==> src/hw/rtl/fcpu_pkg.sv <==
`timescale 1ns / 1ps
package fcpu_pkg;

    // Configuration register indexes
    typedef enum logic [1:0] {
        REG_WALK_SPEED   = 2'd0,
        REG_SPRINT_SPEED = 2'd1,
        REG_MOUSE_SENS   = 2'd2
    } cfg_index_t;

    localparam logic [15:0] WALK_SPEED_RESET   = 16'd640;
    localparam logic [15:0] SPRINT_SPEED_RESET = 16'd1280;
    localparam logic [15:0] MOUSE_SENS_RESET   = 16'd6554;

    // Angles in 1/128 degree
    localparam logic [15:0] YAW_FULL          = 16'd46080;
    localparam logic [17:0] YAW_HALF          = 18'd23040;
    localparam logic [17:0] YAW_QUARTER       = 18'd11520;
    localparam logic [17:0] YAW_THREE_QUARTER = 18'd34560;
    localparam logic [15:0] YAW_RESET         = 16'd34560;
    localparam logic signed [24:0] PITCH_LIMIT = 25'sd11392;
    // 256 turns, added to make a negative yaw sum positive
    localparam logic signed [25:0] YAW_BIAS   = 26'sd11796480;
    localparam int          WRAP_STEPS        = 10;

    // CORDIC in Q2.30
    localparam int                 CORDIC_STEPS    = 16;
    localparam logic signed [33:0] CORDIC_GAIN_INV = 34'sd652032874;

    function automatic logic signed [31:0] atan_lut(input logic [3:0] i);
        logic signed [31:0] v;
        begin
            case (i)
                4'd0:    v = 32'sd47185920;
                4'd1:    v = 32'sd27855475;
                4'd2:    v = 32'sd14718068;
                4'd3:    v = 32'sd7471121;
                4'd4:    v = 32'sd3750058;
                4'd5:    v = 32'sd1876857;
                4'd6:    v = 32'sd938658;
                4'd7:    v = 32'sd469357;
                4'd8:    v = 32'sd234682;
                4'd9:    v = 32'sd117342;
                4'd10:   v = 32'sd58671;
                4'd11:   v = 32'sd29335;
                4'd12:   v = 32'sd14668;
                4'd13:   v = 32'sd7334;
                4'd14:   v = 32'sd3667;
                default: v = 32'sd1834;
            endcase
            return v;
        end
    endfunction

    // Commands from the controller to the datapath
    typedef struct packed {
        logic       load;
        logic       pre;
        logic       move;
        logic       sat;
        logic       wrap;
        logic       cinit;
        logic       cstep;
        logic       cstore;
        logic       csel;
        logic       vmul;
        logic       publish;
        logic [4:0] cnt;
    } cmd_t;

endpackage

==> src/hw/rtl/fcpu_ctrl.sv <==
`timescale 1ns / 1ps
module fcpu_ctrl (
    input  logic          clk,
    input  logic          rst_n,
    input  logic          in_valid,
    output logic          in_ready,
    output logic          out_valid,
    input  logic          out_ready,
    output fcpu_pkg::cmd_t cmd
);
    import fcpu_pkg::*;

    typedef enum logic [8:0] {
        ST_IDLE = 9'b000000001,
        ST_PRE  = 9'b000000010,
        ST_MOVE = 9'b000000100,
        ST_SAT  = 9'b000001000,
        ST_WRAP = 9'b000010000,
        ST_CYAW = 9'b000100000,
        ST_CPIT = 9'b001000000,
        ST_VEC  = 9'b010000000,
        ST_OUT  = 9'b100000000
    } state_t;

    state_t     state_reg, state_next;
    logic [4:0] cnt_reg, cnt_next;
    logic       out_valid_reg, out_valid_next;
    logic       publish;

    assign in_ready  = (state_reg == ST_IDLE);
    assign out_valid = out_valid_reg;
    assign publish   = (state_reg == ST_OUT) && (!out_valid_reg || out_ready);

    // Sequence one transaction through the datapath
    always_comb
    begin
        state_next = state_reg;
        cnt_next   = cnt_reg + 5'd1;
        case (state_reg)
            ST_IDLE:
            begin
                cnt_next = 5'd0;
                if (in_valid)
                begin
                    state_next = ST_PRE;
                end
            end
            ST_PRE:
            begin
                cnt_next   = 5'd0;
                state_next = ST_MOVE;
            end
            ST_MOVE:
            begin
                if (cnt_reg == 5'd5)
                begin
                    cnt_next   = 5'd0;
                    state_next = ST_SAT;
                end
            end
            ST_SAT:
            begin
                cnt_next   = 5'd0;
                state_next = ST_WRAP;
            end
            ST_WRAP:
            begin
                if (cnt_reg == 5'(WRAP_STEPS - 1))
                begin
                    cnt_next   = 5'd0;
                    state_next = ST_CYAW;
                end
            end
            ST_CYAW:
            begin
                if (cnt_reg == 5'(CORDIC_STEPS + 1))
                begin
                    cnt_next   = 5'd0;
                    state_next = ST_CPIT;
                end
            end
            ST_CPIT:
            begin
                if (cnt_reg == 5'(CORDIC_STEPS + 1))
                begin
                    cnt_next   = 5'd0;
                    state_next = ST_VEC;
                end
            end
            ST_VEC:
            begin
                if (cnt_reg == 5'd3)
                begin
                    cnt_next   = 5'd0;
                    state_next = ST_OUT;
                end
            end
            ST_OUT:
            begin
                cnt_next = 5'd0;
                if (publish)
                begin
                    state_next = ST_IDLE;
                end
            end
            default:
            begin
                cnt_next   = 5'd0;
                state_next = ST_IDLE;
            end
        endcase
    end

    // Hold the result until the consumer takes it
    always_comb
    begin
        if (publish)
        begin
            out_valid_next = 1'b1;
        end
        else if (out_ready)
        begin
            out_valid_next = 1'b0;
        end
        else
        begin
            out_valid_next = out_valid_reg;
        end
    end

    // Decode commands
    always_comb
    begin
        cmd         = '0;
        cmd.cnt     = cnt_reg;
        cmd.load    = (state_reg == ST_IDLE) && in_valid;
        cmd.pre     = (state_reg == ST_PRE);
        cmd.move    = (state_reg == ST_MOVE);
        cmd.sat     = (state_reg == ST_SAT);
        cmd.wrap    = (state_reg == ST_WRAP);
        cmd.csel    = (state_reg == ST_CPIT);
        cmd.vmul    = (state_reg == ST_VEC);
        cmd.publish = publish;
        if ((state_reg == ST_CYAW) || (state_reg == ST_CPIT))
        begin
            cmd.cinit  = (cnt_reg == 5'd0);
            cmd.cstep  = cnt_reg inside {[5'd1:5'(CORDIC_STEPS)]};
            cmd.cstore = (cnt_reg == 5'(CORDIC_STEPS + 1));
        end
    end

    always_ff @(posedge clk or negedge rst_n)
    begin
        if (!rst_n)
        begin
            state_reg     <= ST_IDLE;
            cnt_reg       <= 5'd0;
            out_valid_reg <= 1'b0;
        end
        else
        begin
            state_reg     <= state_next;
            cnt_reg       <= cnt_next;
            out_valid_reg <= out_valid_next;
        end
    end

endmodule

==> config.mk <==
export PLATFORM = sky130hd
export DESIGN_NAME = fcpu_ctrl
export DESIGN_NICKNAME = d
export VERILOG_FILES = /design/src/hw/rtl/fcpu_pkg.sv /design/src/hw/rtl/fcpu_ctrl.sv
export SDC_FILE = /design/constraint.sdc
export NUM_CORES = 1
export LEC_CHECK = 0
export ABC_AREA = 0
export BUFFER_PORTS_ARGS = -buffer_cell sky130_fd_sc_hd__buf_2
export CAP_MARGIN = 20
export CELL_PAD_IN_SITES_DETAIL_PLACEMENT = 1
export CELL_PAD_IN_SITES_GLOBAL_PLACEMENT = 2
export CORE_ASPECT_RATIO = 1.25
export CORE_MARGIN = 2
export CORE_UTILIZATION = 31
export DETAILED_ROUTE_END_ITERATION = 8
export GPL_TIMING_DRIVEN = 0
export PLACE_DENSITY = 0.82
export SLEW_MARGIN = 20
export SYNTH_ARGS = -nofsm -noshare
export SYNTH_HDL_FRONTEND = slang
export SYNTH_SLANG_ARGS = --single-unit
export TNS_END_PERCENT = 1
==> constraint.sdc <==
create_clock -name clk -period 2.7 [get_ports clk]
set_clock_uncertainty 0.1 [all_clocks]
set_input_delay 0.135 -clock clk [delete_from_list [all_inputs] [get_ports clk]]
set_output_delay 0.135 -clock clk [all_outputs]
set_load 0.005 [all_outputs]
---- Word-level counts from Yosys, hierarchy flattened ----
Cells that the tools add are included.
word-level totals
  register bits after elaboration ......... 15
  bits of input ports ..................... 4
  output and inout bits ................... 18
  logic and storage cells ................. 52
cells by class
  add/sub/neg operators ................... 1
  order comparisons ....................... 2
  equality and inequality tests ........... 20
  mux-type cells .......................... 16
  reductions and logical operators ........ 10
operators with widths
  kind                   count
  $pmux W9 S9            1
  $mux W9                7
  $mux W5                4
  $pmux W5 S4            1
  $eq A9 B1 Y1 const B   1
  $eq A9 B2 Y1 const B   1
  $eq A9 B3 Y1 const B   1
  $eq A9 B4 Y1 const B   1
  $eq A9 B5 Y1 const B   1
  $eq A9 B6 Y1 const B   1
  $eq A9 B7 Y1 const B   1
  $eq A9 B8 Y1 const B   1
  $eq A9 B9 Y1 const B   1
  $ne A2 B1 Y1 const B   4
  $reduce_and A7 Y1      1
  $ne A2 B2 Y1 const B   3
  $add A5 B1 Y5 const B  1
  $eq A5 B2 Y1 const B   1
  $eq A5 B3 Y1 const B   1
  $eq A5 B4 Y1 const B   1
  $eq A5 B5 Y1 const B   1
  $ge A5 B1 Y1 const B   1
  $le A5 B5 Y1 const B   1
  $logic_not A5 Y1       1
  other kinds (7)        11

---- Depth between registers and ports, before layout ----
Gate-level depths: netlist (run 1).
  word-level depth ........................ 5
  depth in mapped cells ................... 6
  mapped depth without buffers ............ 6

---- Worst setup path after synthesis (run 1) ----
Ideal clock, no wire load.
  path kind ............................... reg-to-reg
  from .................................... register cnt_reg[0]
  to ...................................... register state_reg[3]
  setup time .............................. 0.067 ns
  arrival ................................. 1.828 ns
  setup slack ............................. 0.706 ns
  cell stages (with the launch flop) ...... 6
  buffers on the path ..................... 0
  cells stage by stage .................... dfrtp_1 -> ha_1 -> or4b_4 -> a32o_2 -> o221ai_4 -> and3b_1
between the ends
  word-level cells in the longest chain between the ends .. 3
  elaborated cells between the ends (all ways) .. 10
RTL lines
  what                                                           RTL line                          text
  start: declaration                                             fcpu_ctrl.sv:26                   logic [4:0] cnt_reg, cnt_next;
  start signal: assignment                                       fcpu_ctrl.sv:163                  cnt_reg <= cnt_next;
  $eq A5 B5 Y1 (tied with other cells)                           fcpu_ctrl.sv:76, fcpu_ctrl.sv:84
  $ne A2 B2 Y1 (no line) / $ne A2 B1 Y1 (equally long branches)  --
  $reduce_and A7 Y1 (no line) (*)                                --
  end signal: assignment                                         fcpu_ctrl.sv:162                  state_reg <= state_next;
  end: declaration                                               fcpu_ctrl.sv:25                   state_t state_reg, state_next;
Every way passes the cells marked *; elsewhere a longest branch is shown, timed or not.
A chain may end at the register's enable or synchronous reset.

==> results of run 1 <==
==> worst max-delay path, stage by stage (launching register included) <==
cell,delay [ps]
dfrtp_1,370
clkbuf_1,190
or4_1,560
nor2_1,290
and4b_1,310
buf_2,140
==> cell usage after synthesis <==
master     instances
a21boi_1           1
a21o_1             1
a21oi_1            7
a22o_1             3
a311oi_1           1
a31oi_1            1
a32o_2             1
and2_1             3
and3_1             4
and3b_1            1
and4b_1            1
buf_2              2
buf_4              1
buf_6              1
clkbuf_1           5
dfrtp_1           14
dfstp_2            1
ha_1               3
inv_1              6
nand2_1            6
nand2b_1           5
nand3_1            4
nand3b_1           1
nand4_1            1
nand4bb_1          2
nor2_1            12
nor3_1             7
nor3b_1            2
nor4_1             3
o211a_1            1
o21ai_0            3
o221ai_4           1
o2bb2ai_1          1
o311ai_0           1
o31a_1             1
or4_1              3
or4b_4             1
xnor2_1            2
xor2_1             4
==> layer usage <==
layer	vias up	GRT usage, %	part of all wire (%)	wire (um)
met5	-	0	0	0
met4	0	7.32	1.7	48
met1	456	16.2	41	1170
met2	14	33.8	54	1530
met3	4	2.24	2.5	72
li1	474	-	-	-
==> area by class of cell <==
cell class / count / area share (%)
flip-flops and latches: 15 / 30.1
multi-input cells: 88 / 47.4
well taps: 37 / 3.70
plain buffers: 9 / 3.80
inverters: 6 / 1.80
clock buffers: 3 / 3.30
repair buffers: 22 / 9.21
clock inverters: 1 / 0.601
==> cell families after synthesis <==
kind of cell    count (synthesis)  synth area share (%)
compound gates                 23                  17.3
flops                          15                  36.2
simple gates                   56                  31.0
fa+ha+maj                       3                  3.61
xor+xnor                        6                  5.05
buf+inv                        15                  6.74
==> power groups by stage <==
stage	Sequential, W	Combinational, W	Clock, W
floorplan	0.000290	0.000269	0
CTS	0.000294	0.000375	0.000204
finish	0.000294	0.000369	0.000198
global route	0.000300	0.000421	0.000214
detailed placement	0.000298	0.000370	0
global placement	0.000297	0.000358	0
==> repair_timing <==
item,4_1_cts,5_1_grt
hold buffers,1,0
endpoints found under the hold margin,14,0
setup buffers,0,0
setup endpoints to repair,0,0
==> path summary, 6_finish.rpt <==
path                              startpoint      endpoint  slack (ps)  cells after the start
worst max-delay path            state_reg[3]       cmd[11]         340                      5
worst max register to register    cnt_reg[0]    cnt_reg[1]         550                      5
min in group asynchronous              rst_n     out_valid         220                      2
max in group asynchronous              rst_n  state_reg[0]        1970                      2
worst min-delay path                in_valid  state_reg[1]           7                      2
worst min register to register    cnt_reg[0]    cnt_reg[0]         460                      1
==> stage by stage <==
stage	instances	hold WS, ps	area (um^2)
floorplan	118	-261	1040
global placement	176	-32.5	1190
detailed placement	176	-23.1	1190
CTS	181	7.51	1250
global route	181	15.2	1250
finish	181	7.07	1250
==> cells in the final DEF (no fill, tap or decap), types with 4 or more instances in the layout <==
cell type	n
xor2_1	4
and3_1	4
inv_1	6
nand3_1	4
nor2_1	12
dfrtp_1	14
a21oi_1	7
nor3_1	7
nand2_1	6
clkbuf_1	5
nand2b_1	5
buf_2	23
==> results.cfg, run 1 <==
[clocking]
cts_sinks = 15
cts_resized = 0
clk-insertion-delay-late_ps = 260
cts_made_buffers = 3
path_clk_slew_ps = 70
cts_tree = built
root_buffer = clkbuf_8
clockBufferDepth = 2
htreeDepth = 1

[grt]
grt_pass1_wl_um = 4660
track_usage_pct = 16.3
grt_pass1_vias = 999
grt_max_degree = 16
antenna_found_initial = 0
gr-total-overflow = 0

[worst_setup_path]
crit_path_start_kind = flip-flop
crit_arrival_ps = 2120
crit_type = reg -> out
endpoint_kind = primary output
crit_required_ps = 2470
cp_max_fo = 9

[drt]
via_per_inst = 5.24
vias = 948
ant_nets = 0
routedWlPerCell_um = 15.6
drc = 0
firstDrtPassIters = 3
finalWirelength_um = 2830
drtIter0Drc = 14

[floorplan]
fp.dieH_um = 68.8
fp.coreArea_mm2 = 0.00319
initial_core_util_pct = 32.5
io_pins = 22
dieArea_mm2 = 0.00384
rows = 23
die_w_um = 55.8

[pwr]
p_switching_w = 0.000339
power_leakage_nw = 0.631
p_per_area_mw_per_mm2 = 689
p_total_w = 0.000861
peakVddDrop_uv = 328
p_sw_share_pct = 39.4
pwr-share-comb_pct = 42.9
clkPwrFrac_pct = 23.0
seq_power_share_pct = 34.2
internal_power_w = 0.000522

[timing]
drv_slew = 0
max_freq_mhz = 425
fin_crit_sh_pct = 87.2
relSlewSlack_pct = 65.0
min_period_ps = 2360
worst-slew-pin-transition_ps = 522
setup_slack_ps = 344
rsz0062_at_grt = false
hold_viol_final = 0
setup_viol = 0
finalSetupTns_ps = 0

[synth]
netlist.area_leader.share_pct = 33.7
ys_seq_area_share_pct = 36.2
synth-warning-count = 0
avgSynthCellArea_um2 = 8.81
synthTopCellsByArea = dfrtp_1, nor2_1, ha_1
yosysUniqueCellTypes = 39
synth_nets = 125
synth-seq-cells = 15
synth_largest_area_cell = dfrtp_1
synthCells = 118
syn-cell-area_mm2 = 0.00104

[finish]
final_core_util_pct = 39.1
seqCellArea_um2 = 377
drive_gt1_share_pct = 22.9
fill_cells = 380
area_growth_pct = 20.2
multi_input_area_um2 = 593
n_antenna_cell = 0
nNetsFinal = 152
largest_register_ffs = 9

[placement]
routabilityCongestion = 0.784
portBuffers = 21
pre_cts_slack_ps = 540
hpwl_um = 2160

[outcome]
status = completed

[flow_run]
max-cap-violations = 0

[min_path]
hold_class = in -> reg
No activity file was read; power rests on OpenSTA's default activity.
==> run 2: changes to the inputs <==
--- a/config.mk
+++ b/config.mk
@@ -5,17 +5,18 @@
 export SDC_FILE = /design/constraint.sdc
 export NUM_CORES = 1
 export LEC_CHECK = 0
-export ABC_AREA = 0
+export ABC_AREA = 1
 export BUFFER_PORTS_ARGS = -buffer_cell sky130_fd_sc_hd__buf_2
 export CAP_MARGIN = 20
 export CELL_PAD_IN_SITES_DETAIL_PLACEMENT = 1
 export CELL_PAD_IN_SITES_GLOBAL_PLACEMENT = 2
 export CORE_ASPECT_RATIO = 1.25
 export CORE_MARGIN = 2
-export CORE_UTILIZATION = 31
+export CORE_UTILIZATION = 30
 export DETAILED_ROUTE_END_ITERATION = 8
 export GPL_TIMING_DRIVEN = 0
-export PLACE_DENSITY = 0.82
+export MAX_ROUTING_LAYER = met4
+export PLACE_DENSITY = 0.83
 export SLEW_MARGIN = 20
 export SYNTH_ARGS = -nofsm -noshare
 export SYNTH_HDL_FRONTEND = slang
==> results.cfg, run 2 <==
[drt]
ant_nets = 0
via_per_inst = 4.60
firstDrtPassIters = 4
vias = 1136
finalWirelength_um = 3110
routedWlPerCell_um = 12.6
drc = 0
drtIter0Drc = 23

[floorplan]
die_w_um = 60.5
dieArea_mm2 = 0.00451
fp.coreArea_mm2 = 0.00382
initial_core_util_pct = 31.3
io_pins = 22
fp.dieH_um = 74.6
rows = 25

[worst_setup_path]
crit_type = reg -> out
endpoint_kind = primary output
crit_required_ps = 2470
crit_path_start_kind = flip-flop
crit_arrival_ps = 1640
cp_max_fo = 4

[placement]
hpwl_um = 2700
routabilityCongestion = 0.829
portBuffers = 21
pre_cts_slack_ps = 916

[synth]
ys_seq_area_share_pct = 31.5
syn-cell-area_mm2 = 0.00120
synthCells = 167
synth-warning-count = 0
netlist.area_leader.share_pct = 29.3
synth_nets = 174
async_flop_share_pct = 100
synthTopCellsByCount = nand2_1, nor2_1, inv_1
synth_ff_type = dfrtp_1
avgSynthCellArea_um2 = 7.16
synthTopCellsByArea = dfrtp_1, nand3_1, nand2_1
yosysUniqueCellTypes = 25
synth-seq-cells = 15
synth_edf_count = 0
yosys.cell_count.top_type = nand2_1
synth_largest_area_cell = dfrtp_1

[timing]
max_freq_mhz = 533
relSlewSlack_pct = 75.6
worst-slew-pin-transition_ps = 366
finalSetupTns_ps = 0
setup_viol = 0
rsz0062_at_grt = false
hold_viol_final = 0
setup_slack_ps = 825
drv_slew = 0
fin_crit_sh_pct = 69.4
min_period_ps = 1870

[clocking]
htreeDepth = 1
clk-insertion-delay-late_ps = 250
cts_sinks = 15
cts_made_buffers = 3
clockBufferDepth = 2
path_clk_slew_ps = 60
cts_tree = built
root_buffer = clkbuf_8
postCtsSetupBuffers = 0

[finish]
area_growth_pct = 19.1
drive_gt1_share_pct = 33.7
nNetsFinal = 201
layout_commonest_cell = nand2_1
n_antenna_cell = 0
fill_cells = 522
final_cell_mix = nand2_1, nor2_1, inv_1
largest_register_ffs = 9

[pwr]
peakVddDrop_uv = 374
p_per_area_mw_per_mm2 = 647
power_leakage_nw = 0.769

[grt]
gr-total-overflow = 0
grt_pass1_vias = 1170
track_usage_pct = 16.1
grt_pass1_wl_um = 5260
antenna_found_initial = 0
grt_max_degree = 16

[flow_run]
max-cap-violations = 0

[min_path]
hold_class = in -> reg

[outcome]
status = completed
[run 2: cell count changes after synthesis, sizes merged, moves of 5 or more]
cell | previous run | this run
nand2 | 6 | 39
nor2 | 12 | 40
inv | 6 | 30
nand3 | 4 | 24
a21oi | 7 | 0
clkbuf | 5 | 0
nand2b | 5 | 0
[run 2: layout make-up]
cell class	count	area [um^2]	area share (%)
flip-flops and latches	15	377	26.4
clock buffers	3	41.3	2.90
clock inverters	1	5.00	0.351
repair buffers	22	115	8.08
multi-input cells	121	694	48.7
plain buffers	1	7.51	0.527
well taps	54	67.6	4.74
inverters	30	118	8.25
[run 2: worst paths after layout]
kind,slack (ps),startpoint,cells after the start,to
max,830,cnt_reg[1],7,cmd[9]
min,10,in_valid,4,state_reg[0]
max reg2reg,920,cnt_reg[1],10,state_reg[3]
min reg2reg,460,cnt_reg[0],1,cnt_reg[0]
max in group asynchronous,1970,rst_n,2,state_reg[0]
min in group asynchronous,220,rst_n,2,state_reg[1]
[run 2: metrics by stage]
stage / power, W / cells / hold slack (ps) / cell area (um^2) / util (%)
floorplan: 0.000626 / 167 / -261 / 1200 / -
global placement: 0.000730 / 242 / -38.4 / 1370 / 35.9
detailed placement: 0.000745 / 242 / -30.0 / 1370 / 35.9
CTS: 0.000935 / 247 / 22.7 / 1430 / 37.3
global route: 0.00101 / 247 / 57.1 / 1430 / 37.3
finish: 0.000922 / 247 / 13.3 / 1430 / 37.3
[run 2: timing repair]
action | in CTS | in global routing
resized for setup | 0 | 0
hold endpoints to repair | 15 | 0
setup endpoints to repair | 0 | 0
hold buffers | 1 | 0
[run 2: per-layer routing]
layer / wire length, um / vias up / global-route usage, %
li1: - / 578 / -
met1: 1370 / 537 / 19.5
met2: 1600 / 14 / 26.8
met3: 77 / 7 / 2.96
met4: 61 / 0 / 5.31
met5: 0 / - / -
[run 2: report_power, final]
part,leakage [nW],switching [W],internal [W]
registers,0.204,0.0000307,0.000261
logic,0.540,0.000290,0.000150
clock network,0.0255,0.0000872,0.000102
total,0.769,0.000408,0.000514
[run 2: logic make-up (layout without fill, tap and decap cells)]
logic type	after synthesis	in the layout	share of synthesized area, %
AOI/OAI and AO/OA	4	4	2.30
adders and majority gates	3	3	3.14
buffers and inverters	31	57	10.5
DFF	15	15	31.5
and+or+nand+nor	113	113	51.9
xor gates and xnor gates	1	1	0.732
[run 2: critical path, cell delays in order, from the launching register on]
cell and delay [ps]:
dfrtp_1 410, inv_1 100, ha_1 200, inv_1 60, nor3_2 160, nor2_1 60
a221oi_1 230, buf_2 160
