### config.mk
export PLATFORM = sky130hd
export DESIGN_NAME = fcpu_datapath
export DESIGN_NICKNAME = d
export VERILOG_FILES = /design/src/hw/rtl/fcpu_pkg.sv /design/src/hw/rtl/fcpu_datapath.sv
export SDC_FILE = /design/constraint.sdc
export NUM_CORES = 2
export LEC_CHECK = 0
export BUFFER_PORTS_ARGS = -buffer_cell sky130_fd_sc_hd__clkbuf_2
export CAP_MARGIN = 5
export CORE_MARGIN = 1.5
export CORE_UTILIZATION = 45
export CTS_CLUSTER_SIZE = 30
export DETAILED_ROUTE_END_ITERATION = 6
export PLACE_DENSITY = 0.72
export SLEW_MARGIN = 20
export SYNTH_ARGS = -nofsm -noshare
export SYNTH_HDL_FRONTEND = slang
export SYNTH_SLANG_ARGS = --single-unit
### constraint.sdc
create_clock -name clk -period 9.5 [get_ports clk]
set_clock_uncertainty 0.2 [all_clocks]
set_input_delay 0 -clock clk [delete_from_list [all_inputs] [get_ports clk]]
set_output_delay 0 -clock clk [all_outputs]
set_load 0.02 [all_outputs]
### src/hw/rtl/fcpu_pkg.sv
`timescale 1ns / 1ps
package fcpu_pkg;

    // Configuration register indexes
    typedef enum logic [1:0] {
        REG_WALK_SPEED   = 2'd0,
        REG_SPRINT_SPEED = 2'd1,
        REG_MOUSE_SENS   = 2'd2
    } cfg_index_t;

    localparam logic [15:0] WALK_SPEED_RESET   = 16'd640;
    localparam logic [15:0] SPRINT_SPEED_RESET = 16'd1280;
    localparam logic [15:0] MOUSE_SENS_RESET   = 16'd6554;

    // Angles in 1/128 degree
    localparam logic [15:0] YAW_FULL          = 16'd46080;
    localparam logic [17:0] YAW_HALF          = 18'd23040;
    localparam logic [17:0] YAW_QUARTER       = 18'd11520;
    localparam logic [17:0] YAW_THREE_QUARTER = 18'd34560;
    localparam logic [15:0] YAW_RESET         = 16'd34560;
    localparam logic signed [24:0] PITCH_LIMIT = 25'sd11392;
    // 256 turns, added to make a negative yaw sum positive
    localparam logic signed [25:0] YAW_BIAS   = 26'sd11796480;
    localparam int          WRAP_STEPS        = 10;

    // CORDIC in Q2.30
    localparam int                 CORDIC_STEPS    = 16;
    localparam logic signed [33:0] CORDIC_GAIN_INV = 34'sd652032874;

    function automatic logic signed [31:0] atan_lut(input logic [3:0] i);
        logic signed [31:0] v;
        begin
            case (i)
                4'd0:    v = 32'sd47185920;
                4'd1:    v = 32'sd27855475;
                4'd2:    v = 32'sd14718068;
                4'd3:    v = 32'sd7471121;
                4'd4:    v = 32'sd3750058;
                4'd5:    v = 32'sd1876857;
                4'd6:    v = 32'sd938658;
                4'd7:    v = 32'sd469357;
                4'd8:    v = 32'sd234682;
                4'd9:    v = 32'sd117342;
                4'd10:   v = 32'sd58671;
                4'd11:   v = 32'sd29335;
                4'd12:   v = 32'sd14668;
                4'd13:   v = 32'sd7334;
                4'd14:   v = 32'sd3667;
                default: v = 32'sd1834;
            endcase
            return v;
        end
    endfunction

    // Commands from the controller to the datapath
    typedef struct packed {
        logic       load;
        logic       pre;
        logic       move;
        logic       sat;
        logic       wrap;
        logic       cinit;
        logic       cstep;
        logic       cstore;
        logic       csel;
        logic       vmul;
        logic       publish;
        logic [4:0] cnt;
    } cmd_t;

endpackage

### src/hw/rtl/fcpu_datapath.sv
`timescale 1ns / 1ps
module fcpu_datapath #(
    parameter int POSITION_WIDTH = 32,
    parameter int VECTOR_WIDTH   = 16
) (
    input  logic                             clk,
    input  logic                             rst_n,
    input  fcpu_pkg::cmd_t                   cmd,
    input  logic                             cfg_we,
    input  logic [1:0]                       cfg_index,
    input  logic [15:0]                      cfg_data,
    input  logic                             move_forward,
    input  logic                             move_back,
    input  logic                             strafe_right,
    input  logic                             strafe_left,
    input  logic                             move_up,
    input  logic                             move_down,
    input  logic                             sprint,
    input  logic [15:0]                      delta_time,
    input  logic signed [15:0]               mouse_dx,
    input  logic signed [15:0]               mouse_dy,
    output logic signed [POSITION_WIDTH-1:0] pos_x,
    output logic signed [POSITION_WIDTH-1:0] pos_y,
    output logic signed [POSITION_WIDTH-1:0] pos_z,
    output logic signed [VECTOR_WIDTH-1:0]   front_x,
    output logic signed [VECTOR_WIDTH-1:0]   front_y,
    output logic signed [VECTOR_WIDTH-1:0]   front_z,
    output logic signed [VECTOR_WIDTH-1:0]   right_x,
    output logic signed [VECTOR_WIDTH-1:0]   right_y,
    output logic signed [VECTOR_WIDTH-1:0]   right_z,
    output logic signed [VECTOR_WIDTH-1:0]   up_x,
    output logic signed [VECTOR_WIDTH-1:0]   up_y,
    output logic signed [VECTOR_WIDTH-1:0]   up_z
);
    import fcpu_pkg::*;

    localparam int PW   = POSITION_WIDTH;
    localparam int VW   = VECTOR_WIDTH;
    localparam int FRAC = VW - 2;
    localparam int CSH  = 32 - VW;
    localparam int MAW  = (VW > 25) ? VW : 25;
    localparam int PRW  = MAW + VW;
    localparam int DW   = 28;
    localparam int SW   = ((PW > DW) ? PW : DW) + 1;

    localparam logic signed [VW-1:0]  ONE_V   = VW'(1) <<< FRAC;
    localparam logic signed [33:0]    ONE_C   = 34'sd1 <<< FRAC;
    localparam logic signed [33:0]    CHALF   =
        (CSH == 0) ? 34'sd0 : (34'sd1 <<< ((CSH == 0) ? 0 : CSH - 1));
    localparam logic signed [PRW-1:0] MHALF   = PRW'(1) <<< (FRAC - 1);
    localparam logic signed [SW-1:0]  PMAX    = SW'({1'b0, {(PW - 1){1'b1}}});
    localparam logic signed [SW-1:0]  PMIN    = -PMAX - SW'(1);
    localparam logic signed [PW-1:0]  POS_Z0  = PW'(3) <<< 16;

    // Configuration and latched item
    logic [15:0]        walk_reg, sprint_reg, sens_reg;
    logic [6:0]         keys_reg;
    logic [15:0]        dt_reg;
    logic signed [15:0] mdx_reg, mdy_reg;

    // Pose state
    logic signed [PW-1:0] pos_reg   [3];
    logic signed [VW-1:0] front_reg [3];
    logic signed [VW-1:0] right_reg [3];
    logic signed [VW-1:0] up_reg    [3];
    logic [15:0]          yaw_reg;
    logic signed [14:0]   pitch_reg;

    // Work registers
    logic [23:0]          vel_reg;
    logic signed [DW-1:0] disp_reg [3];
    logic [24:0]          yaw_acc_reg;
    logic signed [33:0]   crx_reg, cry_reg;
    logic signed [31:0]   crz_reg;
    logic signed [VW-1:0] cosy_reg, siny_reg, cosp_reg, sinp_reg;

    // Output registers
    logic signed [PW-1:0] pos_out_reg   [3];
    logic signed [VW-1:0] front_out_reg [3];
    logic signed [VW-1:0] right_out_reg [3];
    logic signed [VW-1:0] up_out_reg    [3];

    // Velocity and angle increments
    logic [15:0]        speed;
    logic [31:0]        vel_prod;
    logic [23:0]        vel_next;
    logic signed [32:0] yaw_prod, pitch_prod;
    logic signed [23:0] yaw_inc, pitch_inc;
    logic signed [25:0] yaw_sum;
    logic [24:0]        yaw_start;
    logic signed [24:0] pitch_sum;
    logic signed [14:0] pitch_next;

    always_comb
    begin
        speed      = keys_reg[6] ? sprint_reg : walk_reg;
        vel_prod   = speed * dt_reg;
        vel_next   = 24'((vel_prod + 32'd128) >> 8);
        yaw_prod   = 33'(mdx_reg) * 33'($signed({1'b0, sens_reg}));
        pitch_prod = 33'(mdy_reg) * 33'($signed({1'b0, sens_reg}));
        yaw_inc    = 24'((yaw_prod + 33'sd256) >>> 9);
        pitch_inc  = 24'((pitch_prod + 33'sd256) >>> 9);
        yaw_sum    = 26'($signed({1'b0, yaw_reg})) + 26'(yaw_inc);
        yaw_start  = (yaw_sum < 0) ? 25'(yaw_sum + YAW_BIAS) : 25'(yaw_sum);
        pitch_sum  = 25'(pitch_reg) + 25'(pitch_inc);
        if (pitch_sum > PITCH_LIMIT)
        begin
            pitch_next = 15'(PITCH_LIMIT);
        end
        else if (pitch_sum < -PITCH_LIMIT)
        begin
            pitch_next = 15'(-PITCH_LIMIT);
        end
        else
        begin
            pitch_next = 15'(pitch_sum);
        end
    end

    // Shared multiplier with round to nearest
    logic [2:0]            mstep;
    logic [1:0]            maxis;
    logic signed [MAW-1:0] mul_a;
    logic signed [VW-1:0]  mul_b;
    logic signed [PRW-1:0] mul_p, mul_r;
    logic signed [DW-1:0]  move_term;
    logic                  move_en, move_neg;

    always_comb
    begin
        mstep = cmd.cnt[2:0];
        maxis = mstep[2:1];
        if (cmd.vmul)
        begin
            mul_a = MAW'(cmd.cnt[0] ? siny_reg : cosy_reg);
            mul_b = cmd.cnt[1] ? sinp_reg : cosp_reg;
        end
        else
        begin
            mul_a = MAW'($signed({1'b0, vel_reg}));
            mul_b = mstep[0] ? right_reg[maxis] : front_reg[maxis];
        end
        mul_p     = PRW'(mul_a) * PRW'(mul_b);
        mul_r     = (mul_p + MHALF) >>> FRAC;
        move_en   = mstep[0] ? (keys_reg[2] | keys_reg[3]) : (keys_reg[0] | keys_reg[1]);
        move_neg  = mstep[0] ? !keys_reg[2] : !keys_reg[0];
        move_term = move_neg ? -DW'(mul_r) : DW'(mul_r);
    end

    // Saturating position add
    logic signed [SW-1:0] psum [3];
    logic signed [PW-1:0] psat [3];

    always_comb
    begin
        for (int k = 0; k < 3; k++)
        begin
            psum[k] = SW'(pos_reg[k]) + SW'(disp_reg[k]);
            if (psum[k] > PMAX)
            begin
                psat[k] = PW'(PMAX);
            end
            else if (psum[k] < PMIN)
            begin
                psat[k] = PW'(PMIN);
            end
            else
            begin
                psat[k] = PW'(psum[k]);
            end
        end
    end

    // Yaw wrap: one restoring subtract of a shifted full turn per step
    logic [24:0] wrap_sub;
    logic [3:0]  wrap_shift;

    always_comb
    begin
        wrap_shift = 4'(WRAP_STEPS - 1) - cmd.cnt[3:0];
        wrap_sub   = 25'(YAW_FULL) << wrap_shift;
    end

    // Fold yaw into plus or minus a quarter turn
    logic [17:0]        yaw_in, yaw_fold_src;
    logic signed [17:0] yaw_angle;
    logic               yaw_neg;
    logic signed [17:0] cangle;

    always_comb
    begin
        yaw_in       = {2'b00, yaw_acc_reg[15:0]};
        yaw_fold_src = {2'b00, yaw_reg};
        if ((yaw_in > YAW_QUARTER) && (yaw_in < YAW_THREE_QUARTER))
        begin
            yaw_angle = $signed(yaw_in - YAW_HALF);
        end
        else if (yaw_in >= YAW_THREE_QUARTER)
        begin
            yaw_angle = $signed(yaw_in - 18'(YAW_FULL));
        end
        else
        begin
            yaw_angle = $signed(yaw_in);
        end
        yaw_neg = (yaw_fold_src > YAW_QUARTER) && (yaw_fold_src < YAW_THREE_QUARTER);
        cangle  = cmd.csel ? 18'(pitch_reg) : yaw_angle;
    end

    // CORDIC rotation step and result rounding
    logic [3:0]           ci;
    logic signed [33:0]   cdx, cdy;
    logic signed [31:0]   catan;
    logic signed [33:0]   crnd_x, crnd_y;
    logic signed [VW-1:0] ccos, csin;

    always_comb
    begin
        ci     = 4'(cmd.cnt - 5'd1);
        cdx    = cry_reg >>> ci;
        cdy    = crx_reg >>> ci;
        catan  = atan_lut(ci);
        crnd_x = (crx_reg + CHALF) >>> CSH;
        crnd_y = (cry_reg + CHALF) >>> CSH;
        if (crnd_x > ONE_C)
        begin
            ccos = ONE_V;
        end
        else if (crnd_x < -ONE_C)
        begin
            ccos = -ONE_V;
        end
        else
        begin
            ccos = VW'(crnd_x);
        end
        if (crnd_y > ONE_C)
        begin
            csin = ONE_V;
        end
        else if (crnd_y < -ONE_C)
        begin
            csin = -ONE_V;
        end
        else
        begin
            csin = VW'(crnd_y);
        end
    end

    // Configuration and pose state
    always_ff @(posedge clk or negedge rst_n)
    begin
        if (!rst_n)
        begin
            walk_reg     <= WALK_SPEED_RESET;
            sprint_reg   <= SPRINT_SPEED_RESET;
            sens_reg     <= MOUSE_SENS_RESET;
            pos_reg[0]   <= '0;
            pos_reg[1]   <= '0;
            pos_reg[2]   <= POS_Z0;
            yaw_reg      <= YAW_RESET;
            pitch_reg    <= '0;
            front_reg[0] <= '0;
            front_reg[1] <= '0;
            front_reg[2] <= -ONE_V;
            right_reg[0] <= ONE_V;
            right_reg[1] <= '0;
            right_reg[2] <= '0;
            up_reg[0]    <= '0;
            up_reg[1]    <= ONE_V;
            up_reg[2]    <= '0;
        end
        else
        begin
            // Drop writes to unused indexes
            if (cfg_we)
            begin
                if (cfg_index == REG_WALK_SPEED)
                begin
                    walk_reg <= cfg_data;
                end
                if (cfg_index == REG_SPRINT_SPEED)
                begin
                    sprint_reg <= cfg_data;
                end
                if (cfg_index == REG_MOUSE_SENS)
                begin
                    sens_reg <= cfg_data;
                end
            end
            if (cmd.pre)
            begin
                pitch_reg <= pitch_next;
            end
            if (cmd.sat)
            begin
                for (int k = 0; k < 3; k++)
                begin
                    pos_reg[k] <= psat[k];
                end
            end
            if (cmd.cinit && !cmd.csel)
            begin
                yaw_reg <= yaw_acc_reg[15:0];
            end
            // Rebuild the basis from yaw and pitch
            if (cmd.vmul)
            begin
                case (cmd.cnt[1:0])
                    2'd0:
                    begin
                        front_reg[0] <= VW'(mul_r);
                        front_reg[1] <= sinp_reg;
                        right_reg[0] <= -siny_reg;
                        right_reg[1] <= '0;
                        right_reg[2] <= cosy_reg;
                        up_reg[1]    <= cosp_reg;
                    end
                    2'd1:    front_reg[2] <= VW'(mul_r);
                    2'd2:    up_reg[0]    <= -VW'(mul_r);
                    default: up_reg[2]    <= -VW'(mul_r);
                endcase
            end
        end
    end

    // Work and output registers
    always_ff @(posedge clk)
    begin
        if (cmd.load)
        begin
            keys_reg <= {sprint, move_down, move_up, strafe_left, strafe_right,
                         move_back, move_forward};
            dt_reg   <= delta_time;
            mdx_reg  <= mouse_dx;
            mdy_reg  <= mouse_dy;
        end
        if (cmd.pre)
        begin
            vel_reg     <= vel_next;
            yaw_acc_reg <= yaw_start;
            disp_reg[0] <= '0;
            disp_reg[2] <= '0;
            if (keys_reg[4])
            begin
                disp_reg[1] <= DW'(vel_next);
            end
            else if (keys_reg[5])
            begin
                disp_reg[1] <= -DW'(vel_next);
            end
            else
            begin
                disp_reg[1] <= '0;
            end
        end
        if (cmd.move && move_en)
        begin
            disp_reg[maxis] <= disp_reg[maxis] + move_term;
        end
        if (cmd.wrap && (yaw_acc_reg >= wrap_sub))
        begin
            yaw_acc_reg <= yaw_acc_reg - wrap_sub;
        end
        if (cmd.cinit)
        begin
            crx_reg <= CORDIC_GAIN_INV;
            cry_reg <= '0;
            crz_reg <= 32'(cangle) <<< 13;
        end
        if (cmd.cstep)
        begin
            if (crz_reg >= 0)
            begin
                crx_reg <= crx_reg - cdx;
                cry_reg <= cry_reg + cdy;
                crz_reg <= crz_reg - catan;
            end
            else
            begin
                crx_reg <= crx_reg + cdx;
                cry_reg <= cry_reg - cdy;
                crz_reg <= crz_reg + catan;
            end
        end
        if (cmd.cstore)
        begin
            if (cmd.csel)
            begin
                cosp_reg <= ccos;
                sinp_reg <= csin;
            end
            else
            begin
                cosy_reg <= yaw_neg ? -ccos : ccos;
                siny_reg <= yaw_neg ? -csin : csin;
            end
        end
        if (cmd.publish)
        begin
            for (int k = 0; k < 3; k++)
            begin
                pos_out_reg[k]   <= pos_reg[k];
                front_out_reg[k] <= front_reg[k];
                right_out_reg[k] <= right_reg[k];
                up_out_reg[k]    <= up_reg[k];
            end
        end
    end

    assign pos_x   = pos_out_reg[0];
    assign pos_y   = pos_out_reg[1];
    assign pos_z   = pos_out_reg[2];
    assign front_x = front_out_reg[0];
    assign front_y = front_out_reg[1];
    assign front_z = front_out_reg[2];
    assign right_x = right_out_reg[0];
    assign right_y = right_out_reg[1];
    assign right_z = right_out_reg[2];
    assign up_x    = up_out_reg[0];
    assign up_y    = up_out_reg[1];
    assign up_z    = up_out_reg[2];

endmodule

After elaboration in Yosys (flattened, before gate mapping)

Memory sizes are Yosys's and may differ from the RTL's.
Index checks and enable logic that the tools add are counted.

Register bits: 571
Latch bits: 0
RAM bits: 324
Memory bits (read-only): 416
Bits of input ports: 92
Output and inout bits: 240
Word-level logic and storage cells: 189
Memories kept: 6

Add/subtract/negate cells: 30
$mul: 4
Div/mod/pow operators: 0
$lt $le $gt $ge: 21
Eq/ne operators: 4
Shifts and indexed selects: 3
Mux-type cells: 63
Bitwise operators: 7
Reductions and logical operators: 22

Memory list:

| memory           | depth | width | read ports | clocked after memory_dff | write ports | RTL line            | RTL |
|---|---|---|---|---|---|---|---|
| (name not given) | 16    | 26    | 1          | 0                        | 0           | fcpu_pkg.sv:33      | `case (i)` |
| pos_out_reg      | 3     | 32    | 3          | 0                        | 3           | fcpu_datapath.sv:78 | `logic signed [PW-1:0] pos_out_reg [3];` |
| disp_reg         | 3     | 28    | 4          | 0                        | 4           | fcpu_datapath.sv:71 | `logic signed [DW-1:0] disp_reg [3];` |
| front_out_reg    | 3     | 16    | 3          | 0                        | 3           | fcpu_datapath.sv:79 | `logic signed [VW-1:0] front_out_reg [3];` |
| right_out_reg    | 3     | 16    | 3          | 0                        | 3           | fcpu_datapath.sv:80 | `logic signed [VW-1:0] right_out_reg [3];` |
| up_out_reg       | 3     | 16    | 3          | 0                        | 3           | fcpu_datapath.sv:81 | `logic signed [VW-1:0] up_out_reg [3];` |

Operators by type and width:

| cell                   | number |
|---|---|
| $mux 32                | 9 |
| $mux 16                | 14 |
| $mux 34                | 6 |
| $mux 25                | 5 |
| $add 32x28->33         | 3 |
| $gt 33x32->1 const B   | 3 |
| $lt 33x32->1 const B   | 3 |
| $mux 28                | 3 |
| $add 34x17->34 const B | 2 |
| $add 34x34->34         | 2 |
| $sshr 34x4->34         | 2 |
| $sub 34x34->34         | 2 |
| $add 33x10->33 const B | 2 |
| $mul 16x17->33         | 2 |
| $bmux 16 s2            | 2 |
| $neg 16->16            | 4 |
| $mux 18                | 3 |
| $add 41x15->41 const B | 1 |
| $mul 25x16->41         | 1 |
| $gt 18x16->1 const B   | 2 |
| $lt 18x15->1 const B   | 2 |
| $add 32x32->32         | 1 |
| $add 32x8->32 const B  | 1 |
| $ge 32x1->1 const B    | 1 |
| 35 further kinds       | 78 |

Depth between registers and ports, before layout

Word-level depth: 11
Depth in mapped cells: 53
Depth with buffers taken out: 46

Worst setup path before layout

Ideal clock, no wire load.

Path kind: input to register
Start: in cmd[0] (netlist bit)
End: mem disp_reg[1][27] (data pin)
Library setup time: 0.169 ns
Arrival: 11.326 ns
Required time: 9.131 ns
Slack: -2.195 ns
Stages on the path: 49
Buffers on the path: 10
Cells stage by stage: buf_6 > buf_8 > buf_6 > buf_4 > buf_2 > buf_2 > buf_1 > clkbuf_1 > buf_1 > mux2i_1 > a21oi_1 > nand2_1 > fa_1 > fa_1 > fa_1 > fa_1 > inv_1 > fa_1 > [13 not listed] > clkbuf_1 > nor4_1 > nor2_1 > xnor2_1 > ha_1 > a21o_1 > a21oi_1 > o21bai_1 > a21oi_1 > nor2_1 > a211o_1 > a21oi_1 > o211ai_1 > a31oi_1 > o21bai_1 > xor2_1 > and3_1 > o31ai_1

RTL lines:

| element            | RTL line            | RTL |
|---|---|---|
| start: declaration | fcpu_datapath.sv:8  | `input fcpu_pkg::cmd_t cmd,` |
| end: declaration   | fcpu_datapath.sv:71 |  |

==> out/metrics.yaml <==
fin_crit_ns: 10.09
rsz0062_at_grt: "yes"
cts-root-to-sink-buffers: 3
vias: 77600
areaGrowthSynthToFinish_pct: 18.4
drt_iter0_drc: 7157
critPathSlowestCell: "fa_1"
drv_slew: 0
grt_max_degree: 148
ys_types: 103
min_path_type: "primary input to flip-flop"
cts_tree: "built"
pin_count: 332
cp_top_family: "adder cells"
synth-edff-count: 604
slowest_delay_ns: 0.53
cts_num_sinks: 907
arrival_ns: 10.43
worst-path-buf-inv: 6
outcome: "finished with violations"
post-place-ws_ns: -0.929
synth.avg_cell_area_um2: 9.62
worst_pin_slew_ns: 1.17
dpl.hpwl_mm: 239
clkLatencyLatePin_ns: 0.79
die_y_um: 463
path_max_fanout: 4
relSlewSlack_pct: 22.1
layout_setup_ws_ns: -0.593
wl_per_cell_um: 21.6
final_cell_area_um2: 113000
dieArea_um2: 215000
violations: "setup timing"
critPathKind: "flip-flop to flip-flop"
portBuffers: 314
htree_levels: 3
finalWirelength_mm: 301
antenna_found_initial: 19
synth-seq-cells: 907
gr-usage-all-layers_pct: 27.4
grt_pass1_wl_mm: 457
clk_pin_slew_ns: 0.06
fp.dieW_um: 463
synthesis.area_um2: 95400
synthArstFlopShare_pct: 33.4
setup_violations: 48
min_period_over_period_pct: 106
worst_ep_required_time_ns: 9.84
gp_congestion: 1.03
maxCapViolCount: 0
crit_top_cell: "fa_1"
initial_core_util_pct: 45.4
startpoint_type: "flip-flop"
largest_register_ffs: 112
yosys_warnings: 0
overflow: 0
place_area_um2: 106000
finish.net_count: 12800
fin_util_pct: 53.7
layout-drive-gt1-share_pct: 18.0
drtAntennaViolNets: 0
first_global_vias: 78600
synth_flop_cell: "edfxtp_1"
via_per_inst: 5.58
fmax_ghz: 0.0991
hold_viol_final: 0
end_kind: "flip-flop"
seq_area_frac_synth_pct: 27.0
synth_cells: 9910
core-area_um2: 210000
firstDrtPassIters: 6
post-route-drc-count: 0
root_buffer: "clkbuf_16"
numCtsBuffers: 105
fp-row-count: 168
placed cells by master (no fill, tap or decap), types with 81 or more instances in the layout:
| master | instances |
|---|---|
| dfrtp_1 | 279 |
| xor2_1 | 211 |
| inv_1 | 1369 |
| nand2_1 | 1081 |
| clkbuf_16 | 109 |
| clkbuf_2 | 306 |
| nand2b_1 | 107 |
| buf_4 | 846 |
| mux2_2 | 226 |
| o21ai_0 | 325 |
| and2_1 | 343 |
| o22ai_1 | 124 |
| nand3_1 | 122 |
| mux2i_1 | 148 |
| a21o_1 | 163 |
| edfxtp_1 | 604 |
| xnor2_1 | 297 |
| fa_1 | 975 |
| a21oi_1 | 355 |
| nor2_1 | 746 |
| o21a_1 | 81 |
| dlygate4sd3_1 | 155 |
| nor3_1 | 137 |
| ha_1 | 717 |
Yosys cell counts, types with 35 or more instances:
master    number  area [µm²]
inv_1       1380        5180
nand2_1     1096        4110
fa_1         979       19600
nor2_1       769        2890
ha_1         744        9310
edfxtp_1     604       18100
a21oi_1      401        2010
and2_1       348        2180
o21ai_0      340        1700
clkbuf_1     328        1230
xnor2_1      308        2700
dfrtp_1      282        7060
mux2_2       227        2560
xor2_1       216        1890
a21o_1       163        1220
mux2i_1      157        1570
nor3_1       144         721
o22ai_1      127         795
nand3_1      124         621
nand2b_1     112         701
o21a_1        81         608
nor2b_1       76         475
mux4_2        62        1400
o31ai_1       59         443
a31oi_1       58         363
a211oi_1      57         428
and3_1        53         332
or3_1         49         307
buf_1         39         146
nand4_1       35         219
o211ai_1      35         263
o21bai_1      35         263
stage by stage:
stage | hold slack [ns] | setup TNS (ns) | std cells
floorplan | -0.496 | -11.02 | 9925
global placement | -0.150 | -29.71 | 13500
detailed placement | -0.146 | -34.78 | 13500
CTS | 0.0206 | -7.14 | 13800
global route | 0.0205 | -33.07 | 13900
finish | 0.0704 | -13.43 | 13900
final timing paths:
path,slack (ns),depth (start not counted),to,startpoint
setup / recovery,-0.59,42,disp_reg[1][27],front_reg[7]
hold / removal,0.07,3,sens_reg[0],cfg_data[0]
setup reg to reg,-0.59,42,disp_reg[1][27],front_reg[7]
hold reg to reg,0.24,0,up_out_reg[0][28],up_reg[28]
max in group asynchronous,7.37,5,up_reg[27],rst_n
min in group asynchronous,0.20,4,pos_reg[15],rst_n
what timing repair did:
item / in CTS / in global routing
endpoints found under the setup margin: 71 / 85
endpoints found under the hold margin: 869 / 0
resized for setup: 102 / 178
gates cloned: 0 / 4
hold buffers: 156 / 0
buffers inserted: 29 / 54
pin swaps: 49 / 110
logic make-up after synthesis:
logic type / share of synthesized area (%)
compound gates: 10.4
xor+xnor: 4.85
fa+ha+maj: 30.3
buf+inv: 7.23
flops: 27.0
mux: 5.95
other cells: 0.00393
simple gates: 14.2
final cells by class:
cell class                      instances  area (µm²)
Multi-Input combinational cell       7223       64200
Tap cell                             2805        3510
Clock inverter                         62         786
Timing Repair Buffer                 1376       10600
Clock buffer                          137        2860
Antenna cell                            4        10.0
Inverter                             1381        5180
Sequential cell                       907       25700
Fill cell                           18200       97100
worst min-delay path: stages:
cell           delay, ns
dlygate4sd3_1       0.60
clkbuf_2            0.20
mux2_2              0.16
per-layer routing:
metal	global-route usage, %	vias up	share of wire, %
met2	46.1	3265	48
met3	4.15	650	7.4
met5	0	-	0.031
li1	-	35200	-
met4	10.4	14	4.6
met1	35.4	38500	40
Power is not shown: default switching activity piles up to over one toggle a cycle in this logic, so the estimate is an artifact.
